`config.mk`:
```
export PLATFORM = sky130hd
export DESIGN_NAME = clipped_window_pixel_writer_core_flat
export DESIGN_NICKNAME = d
export VERILOG_FILES = /design/src/cwpw_pkg.sv /design/src/cwpw_req_if.sv /design/src/cwpw_rsp_if.sv /design/src/cwpw_csr.sv /design/src/cwpw_engine.sv /design/src/clipped_window_pixel_writer_core.sv /design/src/flat_wrapper.sv
export SDC_FILE = /design/constraint.sdc
export NUM_CORES = 1
export LEC_CHECK = 0
export BUFFER_PORTS_ARGS = -buffer_cell sky130_fd_sc_hd__buf_2
export CORE_UTILIZATION = 65
export CTS_CLUSTER_DIAMETER = 200
export DETAILED_ROUTE_END_ITERATION = 12
export GPL_TIMING_DRIVEN = 0
export HOLD_SLACK_MARGIN = 0.05
export PLACE_DENSITY = 0.9
export SYNTH_ARGS = -nofsm -noshare
export SYNTH_HDL_FRONTEND = slang
export SYNTH_HIERARCHICAL = 1
export SYNTH_SLANG_ARGS = --single-unit
```
`constraint.sdc`:
```
create_clock -name clock -period 7.43 [get_ports clock]
set_input_delay 0.3715 -clock clock [delete_from_list [all_inputs] [get_ports clock]]
set_output_delay 0.3715 -clock clock [all_outputs]
set_load 0.02 [all_outputs]
```
`src/cwpw_pkg.sv`:
```
`timescale 1ns / 1ps
// Shared constants, codes and types of the clipped window pixel writer.
package cwpw_pkg;

   localparam int COORD_BITS     = 16;
   localparam int FIELD_BITS     = 16;
   localparam int COLOR_BITS     = 32;
   localparam int CMD_BITS       = 2;
   localparam int CSR_INDEX_BITS = 3;
   localparam int CSR_DATA_BITS  = 16;

   typedef logic [COORD_BITS-1:0]     coord_type;
   typedef logic [FIELD_BITS-1:0]     field_type;
   typedef logic [COLOR_BITS-1:0]     color_type;
   typedef logic [CMD_BITS-1:0]       cmd_type;
   typedef logic [CSR_INDEX_BITS-1:0] csr_index_type;
   typedef logic [CSR_DATA_BITS-1:0]  csr_data_type;

   localparam coord_type RESET_SIZE = COORD_BITS'(100);

   localparam cmd_type CMD_POINT  = 2'd0;
   localparam cmd_type CMD_WINDOW = 2'd1;
   localparam cmd_type CMD_PIXEL  = 2'd2;

   localparam csr_index_type REG_LOGICAL_WIDTH  = 3'd0;
   localparam csr_index_type REG_VIRTUAL_HEIGHT = 3'd1;
   localparam csr_index_type REG_OFFSET_X       = 3'd2;
   localparam csr_index_type REG_OFFSET_Y       = 3'd3;
   localparam csr_index_type REG_PANEL_WIDTH    = 3'd4;
   localparam csr_index_type REG_PANEL_HEIGHT   = 3'd5;

   typedef struct packed {
      coord_type logical_width;
      coord_type virtual_height;
      coord_type offset_x;
      coord_type offset_y;
      coord_type panel_width;
      coord_type panel_height;
   } cfg_type;

   typedef struct packed {
      cmd_type   command;
      field_type x_a;
      field_type y_a;
      field_type x_b;
      field_type y_b;
      color_type color;
   } req_type;

   typedef struct packed {
      logic      status;
      logic      pixel_valid;
      field_type pixel_x;
      field_type pixel_y;
      color_type pixel_color;
   } rsp_type;

endpackage

```
`src/cwpw_req_if.sv`:
```
`timescale 1ns / 1ps
// Request channel: command, coordinates and color with valid/ready.
interface cwpw_req_if import cwpw_pkg::*; ();
   logic      valid;
   logic      ready;
   cmd_type   command;
   field_type x_a;
   field_type y_a;
   field_type x_b;
   field_type y_b;
   color_type color;

   modport source (output valid, output command, output x_a, output y_a, output x_b,
                   output y_b, output color, input ready);
   modport sink (input valid, input command, input x_a, input y_a, input x_b,
                 input y_b, input color, output ready);
endinterface

```
`src/cwpw_rsp_if.sv`:
```
`timescale 1ns / 1ps
// Result channel: status and issued pixel with valid/ready.
interface cwpw_rsp_if import cwpw_pkg::*; ();
   logic      valid;
   logic      ready;
   logic      status;
   logic      pixel_valid;
   field_type pixel_x;
   field_type pixel_y;
   color_type pixel_color;

   modport source (output valid, output status, output pixel_valid, output pixel_x,
                   output pixel_y, output pixel_color, input ready);
   modport sink (input valid, input status, input pixel_valid, input pixel_x,
                 input pixel_y, input pixel_color, output ready);
endinterface

```
`src/cwpw_csr.sv`:
```
`timescale 1ns / 1ps
// Configuration registers: virtual area, offsets and panel size.
module cwpw_csr import cwpw_pkg::*; (
   input  logic          clock,
   input  logic          reset,
   input  logic          csr_write_enable,
   input  csr_index_type csr_index,
   input  csr_data_type  csr_write_data,
   output cfg_type       cfg
);

   cfg_type   cfg_ff;
   coord_type wdata;

   assign wdata = csr_write_data[COORD_BITS-1:0];
   assign cfg   = cfg_ff;

   always_ff @(posedge clock) begin
      if (reset) begin
         cfg_ff.logical_width  <= RESET_SIZE;
         cfg_ff.virtual_height <= RESET_SIZE;
         cfg_ff.offset_x       <= '0;
         cfg_ff.offset_y       <= '0;
         cfg_ff.panel_width    <= RESET_SIZE;
         cfg_ff.panel_height   <= RESET_SIZE;
      end else if (csr_write_enable) begin
         unique case (csr_index)
            REG_LOGICAL_WIDTH:  cfg_ff.logical_width  <= wdata;
            REG_VIRTUAL_HEIGHT: cfg_ff.virtual_height <= wdata;
            REG_OFFSET_X:       cfg_ff.offset_x       <= wdata;
            REG_OFFSET_Y:       cfg_ff.offset_y       <= wdata;
            REG_PANEL_WIDTH:    cfg_ff.panel_width    <= wdata;
            REG_PANEL_HEIGHT:   cfg_ff.panel_height   <= wdata;
            default: ;
         endcase
      end
   end

endmodule

```
`src/cwpw_engine.sv`:
```
`timescale 1ns / 1ps
// Clipping, window load and raster cursor with its state registers.
module cwpw_engine import cwpw_pkg::*; (
   input  logic    clock,
   input  logic    reset,
   input  logic    advance,
   input  req_type req,
   input  cfg_type cfg,
   output rsp_type rsp
);

   logic      window_ok_ff, window_ok_in;
   coord_type cursor_x_ff, cursor_x_in;
   coord_type cursor_y_ff, cursor_y_in;
   coord_type window_left_ff, window_left_in;
   coord_type window_right_ff, window_right_in;

   coord_type xa, ya, xb, yb;
   coord_type px1, py1, px2, py2;
   coord_type next_x;
   logic      point_ok, window_fit;

   assign xa = req.x_a[COORD_BITS-1:0];
   assign ya = req.y_a[COORD_BITS-1:0];
   assign xb = req.x_b[COORD_BITS-1:0];
   assign yb = req.y_b[COORD_BITS-1:0];

   assign px1    = xa + cfg.offset_x;
   assign py1    = ya + cfg.offset_y;
   assign px2    = xb + cfg.offset_x;
   assign py2    = yb + cfg.offset_y;
   assign next_x = cursor_x_ff + COORD_BITS'(1);

   assign point_ok = (xa < cfg.logical_width) && (ya < cfg.virtual_height) &&
                     (px1 < cfg.panel_width) && (py1 < cfg.panel_height);

   assign window_fit = point_ok && (xa <= xb) && (ya <= yb) &&
                       (xb < cfg.logical_width) && (yb < cfg.virtual_height) &&
                       (px2 < cfg.panel_width) && (py2 < cfg.panel_height);

   always_comb begin
      rsp             = '0;
      rsp.status      = 1'b1;
      window_ok_in    = window_ok_ff;
      cursor_x_in     = cursor_x_ff;
      cursor_y_in     = cursor_y_ff;
      window_left_in  = window_left_ff;
      window_right_in = window_right_ff;
      unique case (req.command)
         CMD_POINT: begin
            if (point_ok) begin
               rsp.status      = 1'b0;
               rsp.pixel_valid = 1'b1;
               rsp.pixel_x     = FIELD_BITS'(px1);
               rsp.pixel_y     = FIELD_BITS'(py1);
               rsp.pixel_color = req.color;
            end
         end
         CMD_WINDOW: begin
            window_ok_in = window_fit;
            if (window_fit) begin
               rsp.status      = 1'b0;
               window_left_in  = px1;
               window_right_in = px2;
               cursor_x_in     = px1;
               cursor_y_in     = py1;
            end
         end
         CMD_PIXEL: begin
            if (window_ok_ff) begin
               rsp.status      = 1'b0;
               rsp.pixel_valid = 1'b1;
               rsp.pixel_x     = FIELD_BITS'(cursor_x_ff);
               rsp.pixel_y     = FIELD_BITS'(cursor_y_ff);
               rsp.pixel_color = req.color;
               if (next_x > window_right_ff) begin
                  cursor_x_in = window_left_ff;
                  cursor_y_in = cursor_y_ff + COORD_BITS'(1);
               end else begin
                  cursor_x_in = next_x;
               end
            end
         end
         default: ;
      endcase
   end

   always_ff @(posedge clock) begin
      if (reset) begin
         window_ok_ff    <= 1'b0;
         cursor_x_ff     <= '0;
         cursor_y_ff     <= '0;
         window_left_ff  <= '0;
         window_right_ff <= '0;
      end else if (advance) begin
         window_ok_ff    <= window_ok_in;
         cursor_x_ff     <= cursor_x_in;
         cursor_y_ff     <= cursor_y_in;
         window_left_ff  <= window_left_in;
         window_right_ff <= window_right_in;
      end
   end

endmodule

```
`src/clipped_window_pixel_writer_core.sv`:
```
`timescale 1ns / 1ps
// Clipped window pixel writer: point writes, window set and streamed pixel data.
//
// Requests enter on req_chan (valid/ready): command 0 writes one point,
// command 1 sets a drawing window, command 2 writes one pixel at the raster
// cursor, which then steps along x and wraps to the window's left column on
// the next row. Each request yields exactly one response on rsp_chan with a
// status bit and, when a pixel goes to the panel, its panel coordinate and
// color. Point and window coordinates are clipped against the virtual area,
// shifted by the offsets and clipped against the panel.
// The csr_ port writes one of the six size and offset registers per cycle;
// write them only while no request is in flight.
// A request accepted into the input register passes through the clip and
// cursor logic into the response register, which drives response valid.
// Throughput is one request per cycle while responses are taken. A stalled
// response holds; the input register still takes one more request and then
// ready drops until the response is taken.
// Reset clears the window flag, cursor and window registers, empties both
// stages and loads the default sizes of 100 and zero offsets.
module clipped_window_pixel_writer_core import cwpw_pkg::*; (
   input  logic          clock,
   input  logic          reset,
   cwpw_req_if.sink      req_chan,
   cwpw_rsp_if.source    rsp_chan,
   input  logic          csr_write_enable,
   input  csr_index_type csr_index,
   input  csr_data_type  csr_write_data
);

   cfg_type cfg;
   req_type in_ff;
   logic    in_valid_ff;
   rsp_type out_ff, result;
   logic    out_valid_ff;
   logic    advance, req_ready, req_fire;

   assign advance   = in_valid_ff && (!out_valid_ff || rsp_chan.ready);
   assign req_ready = !in_valid_ff || advance;
   assign req_fire  = req_chan.valid && req_ready;

   assign req_chan.ready = req_ready;

   cwpw_csr u_csr (
      .clock            (clock),
      .reset            (reset),
      .csr_write_enable (csr_write_enable),
      .csr_index        (csr_index),
      .csr_write_data   (csr_write_data),
      .cfg              (cfg)
   );

   cwpw_engine u_engine (
      .clock   (clock),
      .reset   (reset),
      .advance (advance),
      .req     (in_ff),
      .cfg     (cfg),
      .rsp     (result)
   );

   always_ff @(posedge clock) begin
      if (reset) begin
         in_valid_ff  <= 1'b0;
         out_valid_ff <= 1'b0;
      end else begin
         if (req_fire) begin
            in_valid_ff <= 1'b1;
         end else if (advance) begin
            in_valid_ff <= 1'b0;
         end
         if (advance) begin
            out_valid_ff <= 1'b1;
         end else if (rsp_chan.ready) begin
            out_valid_ff <= 1'b0;
         end
      end
   end

   always_ff @(posedge clock) begin
      if (req_fire) begin
         in_ff.command <= req_chan.command;
         in_ff.x_a     <= req_chan.x_a;
         in_ff.y_a     <= req_chan.y_a;
         in_ff.x_b     <= req_chan.x_b;
         in_ff.y_b     <= req_chan.y_b;
         in_ff.color   <= req_chan.color;
      end
      if (advance) begin
         out_ff <= result;
      end
   end

   assign rsp_chan.valid       = out_valid_ff;
   assign rsp_chan.status      = out_ff.status;
   assign rsp_chan.pixel_valid = out_ff.pixel_valid;
   assign rsp_chan.pixel_x     = out_ff.pixel_x;
   assign rsp_chan.pixel_y     = out_ff.pixel_y;
   assign rsp_chan.pixel_color = out_ff.pixel_color;

   a_stall_blocks_input: assert property (@(posedge clock) disable iff (reset)
      in_valid_ff && out_valid_ff && !rsp_chan.ready |-> !req_chan.ready)
      else $error("request taken while both stages are full");

   a_fire_fills_input: assert property (@(posedge clock) disable iff (reset)
      req_chan.valid && req_chan.ready |=> in_valid_ff)
      else $error("accepted request lost from input stage");

   a_advance_fills_output: assert property (@(posedge clock) disable iff (reset)
      advance |=> rsp_chan.valid)
      else $error("advanced request did not produce a response");

   a_pixel_means_ok: assert property (@(posedge clock) disable iff (reset)
      rsp_chan.valid && rsp_chan.pixel_valid |-> !rsp_chan.status)
      else $error("pixel issued with rejected status");

   a_reject_is_blank: assert property (@(posedge clock) disable iff (reset)
      rsp_chan.valid && rsp_chan.status |-> !rsp_chan.pixel_valid &&
         rsp_chan.pixel_x == '0 && rsp_chan.pixel_y == '0 && rsp_chan.pixel_color == '0)
      else $error("rejected response carries pixel data");

endmodule
```
`src/flat_wrapper.sv`:
```
// flat-port wrapper written by rule: the top's interface ports become plain ports
module clipped_window_pixel_writer_core_flat import cwpw_pkg::*;
  (clock, reset, csr_write_enable, csr_index, csr_write_data, req_chan_valid, req_chan_command, req_chan_x_a, req_chan_y_a, req_chan_x_b, req_chan_y_b, req_chan_color, req_chan_ready, rsp_chan_valid, rsp_chan_status, rsp_chan_pixel_valid, rsp_chan_pixel_x, rsp_chan_pixel_y, rsp_chan_pixel_color, rsp_chan_ready);
  cwpw_req_if req_chan_i ();
  cwpw_rsp_if rsp_chan_i ();
  input  logic clock;
  input  logic reset;
  input  logic csr_write_enable;
  input  csr_index_type csr_index;
  input  csr_data_type csr_write_data;
  input wire logic [$bits(req_chan_i.valid)-1:0] req_chan_valid;
  input wire logic [$bits(req_chan_i.command)-1:0] req_chan_command;
  input wire logic [$bits(req_chan_i.x_a)-1:0] req_chan_x_a;
  input wire logic [$bits(req_chan_i.y_a)-1:0] req_chan_y_a;
  input wire logic [$bits(req_chan_i.x_b)-1:0] req_chan_x_b;
  input wire logic [$bits(req_chan_i.y_b)-1:0] req_chan_y_b;
  input wire logic [$bits(req_chan_i.color)-1:0] req_chan_color;
  output wire logic [$bits(req_chan_i.ready)-1:0] req_chan_ready;
  output wire logic [$bits(rsp_chan_i.valid)-1:0] rsp_chan_valid;
  output wire logic [$bits(rsp_chan_i.status)-1:0] rsp_chan_status;
  output wire logic [$bits(rsp_chan_i.pixel_valid)-1:0] rsp_chan_pixel_valid;
  output wire logic [$bits(rsp_chan_i.pixel_x)-1:0] rsp_chan_pixel_x;
  output wire logic [$bits(rsp_chan_i.pixel_y)-1:0] rsp_chan_pixel_y;
  output wire logic [$bits(rsp_chan_i.pixel_color)-1:0] rsp_chan_pixel_color;
  input wire logic [$bits(rsp_chan_i.ready)-1:0] rsp_chan_ready;
  assign req_chan_i.valid = req_chan_valid;
  assign req_chan_i.command = req_chan_command;
  assign req_chan_i.x_a = req_chan_x_a;
  assign req_chan_i.y_a = req_chan_y_a;
  assign req_chan_i.x_b = req_chan_x_b;
  assign req_chan_i.y_b = req_chan_y_b;
  assign req_chan_i.color = req_chan_color;
  assign req_chan_ready = req_chan_i.ready;
  assign rsp_chan_valid = rsp_chan_i.valid;
  assign rsp_chan_status = rsp_chan_i.status;
  assign rsp_chan_pixel_valid = rsp_chan_i.pixel_valid;
  assign rsp_chan_pixel_x = rsp_chan_i.pixel_x;
  assign rsp_chan_pixel_y = rsp_chan_i.pixel_y;
  assign rsp_chan_pixel_color = rsp_chan_i.pixel_color;
  assign rsp_chan_i.ready = rsp_chan_ready;
  clipped_window_pixel_writer_core u_core (.clock(clock), .reset(reset), .req_chan(req_chan_i), .rsp_chan(rsp_chan_i), .csr_write_enable(csr_write_enable), .csr_index(csr_index), .csr_write_data(csr_write_data));
endmodule
```
# After elaboration in Yosys (flattened, before gate mapping)
# Cells that the tools add are included.
dict set report op_classes {
  n_addsub 6
  magnitude_cmp 11
  n_eq_ne 10
  muxes 17
  reduce_logical 30
}
# cell n
set op_table {}
lappend op_table {{66-bit 2-to-1 mux} 2}
lappend op_table {{65-bit case mux with 2 select lines} 1}
lappend op_table {{16-bit less-than comparator} 8}
lappend op_table {{16-bit 2-to-1 mux} 6}
lappend op_table {{16-bit adder} 4}
lappend op_table {{16-bit case mux with 2 select lines} 2}
lappend op_table {{16-bit by 1-bit adder with 16-bit output, second input constant} 2}
lappend op_table {{16-bit less-or-equal comparator} 2}
lappend op_table {{16-bit > comparator} 1}
lappend op_table {{2-bit AND reduction} 7}
lappend op_table {{1-bit logical AND} 11}
lappend op_table {{3-bit by 2-bit equality test with 1-bit output, second input constant} 2}
lappend op_table {{3-bit equality test, second input constant} 2}
lappend op_table {{2-bit inequality test, second input constant} 3}
lappend op_table {{2-bit nonzero test} 3}
lappend op_table {{1-bit 2-to-1 mux} 5}
lappend op_table {{5-bit AND reduction} 1}
lappend op_table {{4-bit AND reduction} 1}
lappend op_table {{3-bit by 1-bit equality test with 1-bit output, second input constant} 1}
lappend op_table {{3-bit zero test} 1}
lappend op_table {{1-bit case mux with 3 select lines} 1}
lappend op_table {{3-bit AND reduction} 1}
lappend op_table {{2-bit by 1-bit equality test with 1-bit output, second input constant} 1}
lappend op_table {{2-bit equality test, second input constant} 1}
lappend op_table {{3 further kinds} 5}
dict set report word_totals {
  register_bits 327
  input_bits 122
  out_inout_bits 68
  elab_cells 98
}

# Longest topological paths before layout
dict set report depth {
  depth_word 12
  ltp_mapped 23
  mapped_depth_nobuf 21
}

# Hierarchy
# Netlist, hierarchy kept.
# module n_inst cells_each area_per_inst_um2 seq_area_each_um2
set modules_own_cells {}
lappend modules_own_cells {cwpw_engine 1 1343 10411.2 1301.2}
lappend modules_own_cells {clipped_window_pixel_writer_core 1 174 5028.6 4964.8}
lappend modules_own_cells {cwpw_csr 1 343 3809.9 1921.8}

# Worst setup path before layout
# OpenSTA, ideal clock, no wires.
dict set report synth_path {
  kind {register -> register}
  from {reg u_core/in_ff[32] (netlist name)}
  to {reg u_core.u_engine.cursor_y_ff[15]}
  setup_ns 0.125
  arrival_time_ns 4.628
  setup_slack_ns 2.677
  path_stages_with_launch 23
  n_path_buf 1
  period_less_slack_ns 4.753
  path_cell_list {edfxtp_1 -> ha_1 -> fa_1 -> a21o_1 -> a21oi_1 -> o21bai_1 -> a211o_1 -> a31oi_1 -> a211oi_1 -> o21ai_0 -> nand2_1 -> xor2_1 -> ha_1 -> nand2_1 -> o22ai_1 -> a2111oi_2 -> o2111a_1 -> o2111ai_1 -> nor4_4 -> nand3_2 -> clkbuf_1 -> a311oi_1 -> o2bb2ai_1}
}
dict set report synth_via {
  elab_chain_len 8
  elab_cells_between_ends 11
  classes_between {add/sub (1); order compare (3); eq/ne (1); reduce/logical (6)}
}
# element line_no
set synth_rtl {}
lappend synth_rtl {{start, declared} clipped_window_pixel_writer_core.sv:31} ;# req_type in_ff;
lappend synth_rtl {{branches (longest 5 deep; another with 16-bit adder)} n/a}
lappend synth_rtl {{1-bit logical AND *} cwpw_engine.sv:39} ;# (px2 < cfg.panel_width) && (py2 < cfg.panel_height);
lappend synth_rtl {{2-bit inequality test (no source line) *} n/a}
lappend synth_rtl {{5-bit AND reduction (no source line) *} n/a}
lappend synth_rtl {{end signal, assigned} cwpw_engine.sv:98} ;# cursor_y_ff <= cursor_y_in;
lappend synth_rtl {{end, declared} cwpw_engine.sv:14} ;# coord_type cursor_y_ff, cursor_y_in;
# Mark *: on every way between the ends.
# A chain may end at the register's enable or synchronous reset.

# Worst setup path in the final report
dict set report layout_path {
  from {reg u_core/in_ff[49] (netlist name)}
  to {reg u_core.u_engine.cursor_x_ff[14]}
}
dict set report layout_via {
  elab_cells_between_ends 12
  classes_between {add/sub (1); order compare (3); eq/ne (1); reduce/logical (7)}
}
# element line_no
set layout_lines {}
lappend layout_lines {{16-bit adder} cwpw_engine.sv:30} ;# assign px2 = xb + cfg.offset_x;
lappend layout_lines {{net u_core.u_engine.px2[15]} cwpw_engine.sv:19} ;# coord_type px1, py1, px2, py2;
lappend layout_lines {{16-bit less-than comparator} cwpw_engine.sv:39}
lappend layout_lines {{1-bit logical AND} cwpw_engine.sv:38} ;# (xb < cfg.logical_width) && (yb < cfg.virtual_height) &&
lappend layout_lines {{1-bit logical AND} cwpw_engine.sv:39}
lappend layout_lines {{2-bit inequality test (no source line)} n/a}
lappend layout_lines {{4-bit AND reduction (no source line)} n/a}
lappend layout_lines {{end signal, assigned} cwpw_engine.sv:97} ;# cursor_x_ff <= cursor_x_in;
lappend layout_lines {{end, declared} cwpw_engine.sv:13} ;# coord_type cursor_x_ff, cursor_x_in;
# The timed path passes the listed nets, and every way through them passes these cells.

==> summary by stage <==
Worst setup path
The maximum net fanout on the critical path is 10. The category of the critical setup timing path is reg -> reg. The arrival time at the worst endpoint is 6.52 ns.

The signal on the critical path passes through ha_1 > a211o_1 > a211oi_1 > o31ai_1 > o211ai_1 > o22ai_1 > o41ai_1 > xnor2_1 > ha_1 > a222oi_1 > nand2_1 > a2111oi_2 > o2111a_1 > o2111ai_1 > nor4_4 > nand3_2 > clkbuf_1 > a221oi_1 > a311oi_1. The worst setup path is captured at a flip-flop. The element type at the critical path start is a flip-flop.

The cell with the most instances on the worst path is ha_1. The critical path data required time is 7.81 ns. The slowest stage cell on the critical path is nor4_4. On the worst path, the slowest cell contributes a delay of 0.56 ns.

Placement
In this run the tool buffered the top-level ports with 186 buffer cells. Routability-driven placement finished with a final weighted congestion of 0.969. The total placed cells including tap cells is 2,430.

Detailed placement ended at an HPWL of 39.4 mm. The worst slack at placement is 1.42 ns.

Global route
The first-pass GRT wire length is 87.7 mm. The via count of the first global-routing pass was 16,400. The total overflow reported by the global router is 0. The number of antenna violations at the first check in global routing is 2. Global routing consumed, over all layers together, 37.4% of the routing resources. The pin count of the biggest net entering global routing is 99.

Power
In this run the power density over the cells is 193 mW/mm2. VDD sags by at most 246 uV. The combinational power share is 13.4%. The static power due to leakage is 9.87 nW. The portion of total power attributed to the clock network is 40.9%. The sum of internal, switching and leakage power is 4.40 mW. Net switching is 25.8% of the power. Per report_power, the sequential group accounts for 45.7% of the total.

Internal power comes to 3.27 mW. Summed over all nets, the switching power comes to 1.14 mW.

Clock tree
The number of levels in the clock H-tree is 2. The root buffer cell chosen for the clock tree is clkbuf_16. The clock slew at the register clock pins of the worst setup and hold paths is 0.06 ns. TritonCTS built the clock tree.

For this design, the sink count on the clock tree is 327. Buffers inserted during clock tree synthesis total 36. The longest clock path from root to sink contains 3 buffers. The post-CTS repair timing setup buffer count is 0. The clock latency on the worst-skew pair is 0.54 ns.

Yosys
Of all flip-flops after synthesis, the portion carrying an async set or reset was 0%. After synthesis, the mean cell area works out to 10.3 um2. The number of nets handed over by synthesis was 2,216. The register area share after synthesis is 42.5%. The dominant synthesized flop cell is edfxtp_1. The total of flip-flops plus latches after synthesis is 327. Yosys printed 6 warnings.

The cell area that synthesis handed to floorplanning was 0.0192 mm2. After technology mapping, the gate count stands at 1,860. Counting flops with a built-in enable in the synthesized netlist gives 164. The count of distinct cell types in the synthesized netlist is 72.

STA
The worst path uses 82.7% of the clock period. For the pin with the worst max-slew slack, the measured transition is 0.953 ns. The worst path meets setup with 1.29 ns of slack. The number of max-slew violations in the final report is 0. The setup TNS after final layout is 0 ns.

The clock arrives with 0.0252 ns of skew. The final setup violation count is 0. The time the final worst path needs with I/O delays and setup is 6.14 ns.

Static timing analysis puts the maximum clock frequency at 163 MHz. The count of endpoints failing hold in the final timing report is 0. Measured against its own limit, the worst slew margin works out to 36.1%.

Setup repair after global routing left no endpoint under its margin.

Final layout
The number of standard cells in the final layout excluding fillers is 2,597. For this run, the share of the core covered by cells in the final layout is 79.0%. The layout cell share with drive strength beyond 1 is 12.7%. The number of nets at the end of the flow is 2,539. From synthesis to final layout, the design area changed by 18.7%.

Floorplanning
The area of the die is 0.0303 mm2. The die boundary width is 174 um. The top-level I/O count is 190. The number of placement rows is 62.

For this configuration, the core starts out at a cell density of 66.5%. The die is 174 um tall. The total area inside the core boundary comes to 0.0289 mm2.

Detailed routing
The average routed wire per standard cell is 22.0 um. The count of unresolved DRC violations after routing is 0. For this run, the detailed router's first-pass iteration total came to 8. After detailed routing, the number of vias per cell comes to 6.32. The post-detailed-routing wire length is 57.3 mm. The DRC violation total after the first TritonRoute iteration is 1,685. The remaining antenna violation count after routing is 0. The number of vias after detailed routing is 16,400.

Min path
The tightest min-delay check is of the in -> reg type.

Status
The flow ran to the end, and the final reports show no timing, DRC or antenna violations.

Flow run
Max-cap violations in this run came to 0.
[worst max-delay path, delay by kind of cell (launching register included)]
kind                     cells  cell delay (ns)
adder cells (fa/ha/maj)      2             0.69
AO/OA/AOI/OAI               12             3.23
flip-flops                   1             0.53
buffers and inverters        1             0.32
XOR/XNOR                     1             0.27
AND/OR/NAND/NOR              3             0.97
[registers in the layout, indices dropped and copies added (netlist names), 16 cells and up]
signal / cells
u_core/in_ff: 98
u_core/u_csr/cfg: 96
u_core/rsp_chan.pixel_color: 32
u_core/rsp_chan.pixel_x: 16
u_core/rsp_chan.pixel_y: 16
u_core/u_engine/cursor_x_ff: 16
u_core/u_engine/cursor_y_ff: 16
u_core/u_engine/window_left_ff: 16
u_core/u_engine/window_right_ff: 16
[repair_timing]
action	in CTS	in global routing
resized for setup	0	0
endpoints found under the hold margin	97	1
hold buffers	97	1
[metrics by stage]
step	hold slack, ns	instance area (um2)
2_1_floorplan	0.434	19200
3_3_place_gp	0.457	20700
3_5_place_dp	0.466	20700
4_1_cts	0.0520	22800
5_1_grt	0.141	22900
6_report	0.149	22900
[layout make-up]
| cell class | count | area [um2] |
|---|---|---|
| multi-input cells | 1312 | 10200 |
| inverters | 153 | 574 |
| diodes | 2 | 5.00 |
| clock buffers | 50 | 1020 |
| plain buffers | 68 | 304 |
| fillers | 1722 | 6080 |
| clock inverters | 16 | 164 |
| repair buffers | 285 | 1940 |
| flip-flops and latches | 327 | 8190 |
| well taps | 384 | 480 |
[layer usage]
| metal | up-vias | track usage [%] | share of wire, % |
|---|---|---|---|
| met5 | - | 0 | 0 |
| met2 | 1011 | 63.6 | 47 |
| met1 | 7771 | 46.4 | 39 |
| met4 | 0 | 16.9 | 4.7 |
| met3 | 200 | 6.69 | 9.6 |
| li1 | 7441 | - | - |
[final timing paths]
kind | cells after the start | from | slack [ns] | endpoint
worst max-delay path | 19 | u_core/in_ff[49]$_DFFE_PP_ | 1.29 | u_core/u_engine/cursor_x_ff[14]$_SDFFE_PP0P_
worst min register to register | 2 | u_core/u_csr/cfg[9]$_SDFFE_PP0P_ | 0.48 | u_core/u_csr/cfg[9]$_SDFFE_PP0P_
worst min-delay path | 3 | req_chan_valid | 0.15 | u_core/in_valid_ff$_SDFFE_PP0P_
worst max register to register | 19 | u_core/in_ff[49]$_DFFE_PP_ | 1.29 | u_core/u_engine/cursor_x_ff[14]$_SDFFE_PP0P_
[cell usage after synthesis, types with 29 or more instances]
cell type / n / area (um2)
dfxtp_1: 163 / 3260
xnor2_1: 51 / 447
ha_1: 230 / 2880
a22o_1: 29 / 254
nand2_1: 57 / 214
nor2b_1: 46 / 288
mux2i_1: 145 / 1450
o21ai_0: 44 / 220
clkbuf_1: 46 / 173
nand3_1: 39 / 195
nor2_1: 130 / 488
inv_1: 153 / 574
a21oi_1: 94 / 470
nand2b_1: 118 / 738
edfxtp_1: 164 / 4920
nor3_1: 37 / 185
[power groups by stage]
| stage | sequential (mW) | combinational (mW) | clock (mW) |
|---|---|---|---|
| 6_report | 2.01 | 0.590 | 1.80 |
| 5_1_grt | 2.01 | 0.630 | 1.89 |
| 4_1_cts | 2.01 | 0.559 | 1.80 |
| 3_5_place_dp | 2.04 | 0.513 | 0 |
| 3_3_place_gp | 2.04 | 0.488 | 0 |
| 2_1_floorplan | 2.05 | 0.313 | 0 |
[placed cells by master (no fill, tap or decap), types with 26 or more instances in the layout]
cell type      instances
nand4_1               28
clkbuf_1              56
a21oi_1               94
buf_2                204
a22o_1                29
nand3_1               39
nor2_1               130
edfxtp_1             164
mux2i_1              145
dfxtp_1              163
clkbuf_16             38
ha_1                 230
inv_1                153
nand2_1               57
nand2b_1             118
o21ai_0               44
nor2b_1               46
a21o_1                26
nor3_1                37
xnor2_1               51
dlygate4sd3_1         98
[kinds of logic after synthesis]
family                     synth area share, %
and+or+nand+nor                           14.4
AOI/OAI and AO/OA                         12.6
DFF                                       42.5
adders and majority gates                 15.4
buffers and inverters                     4.56
muxes                                     7.54
xor gates and xnor gates                  2.96
Note: power is estimated with default switching activity, not from simulation.
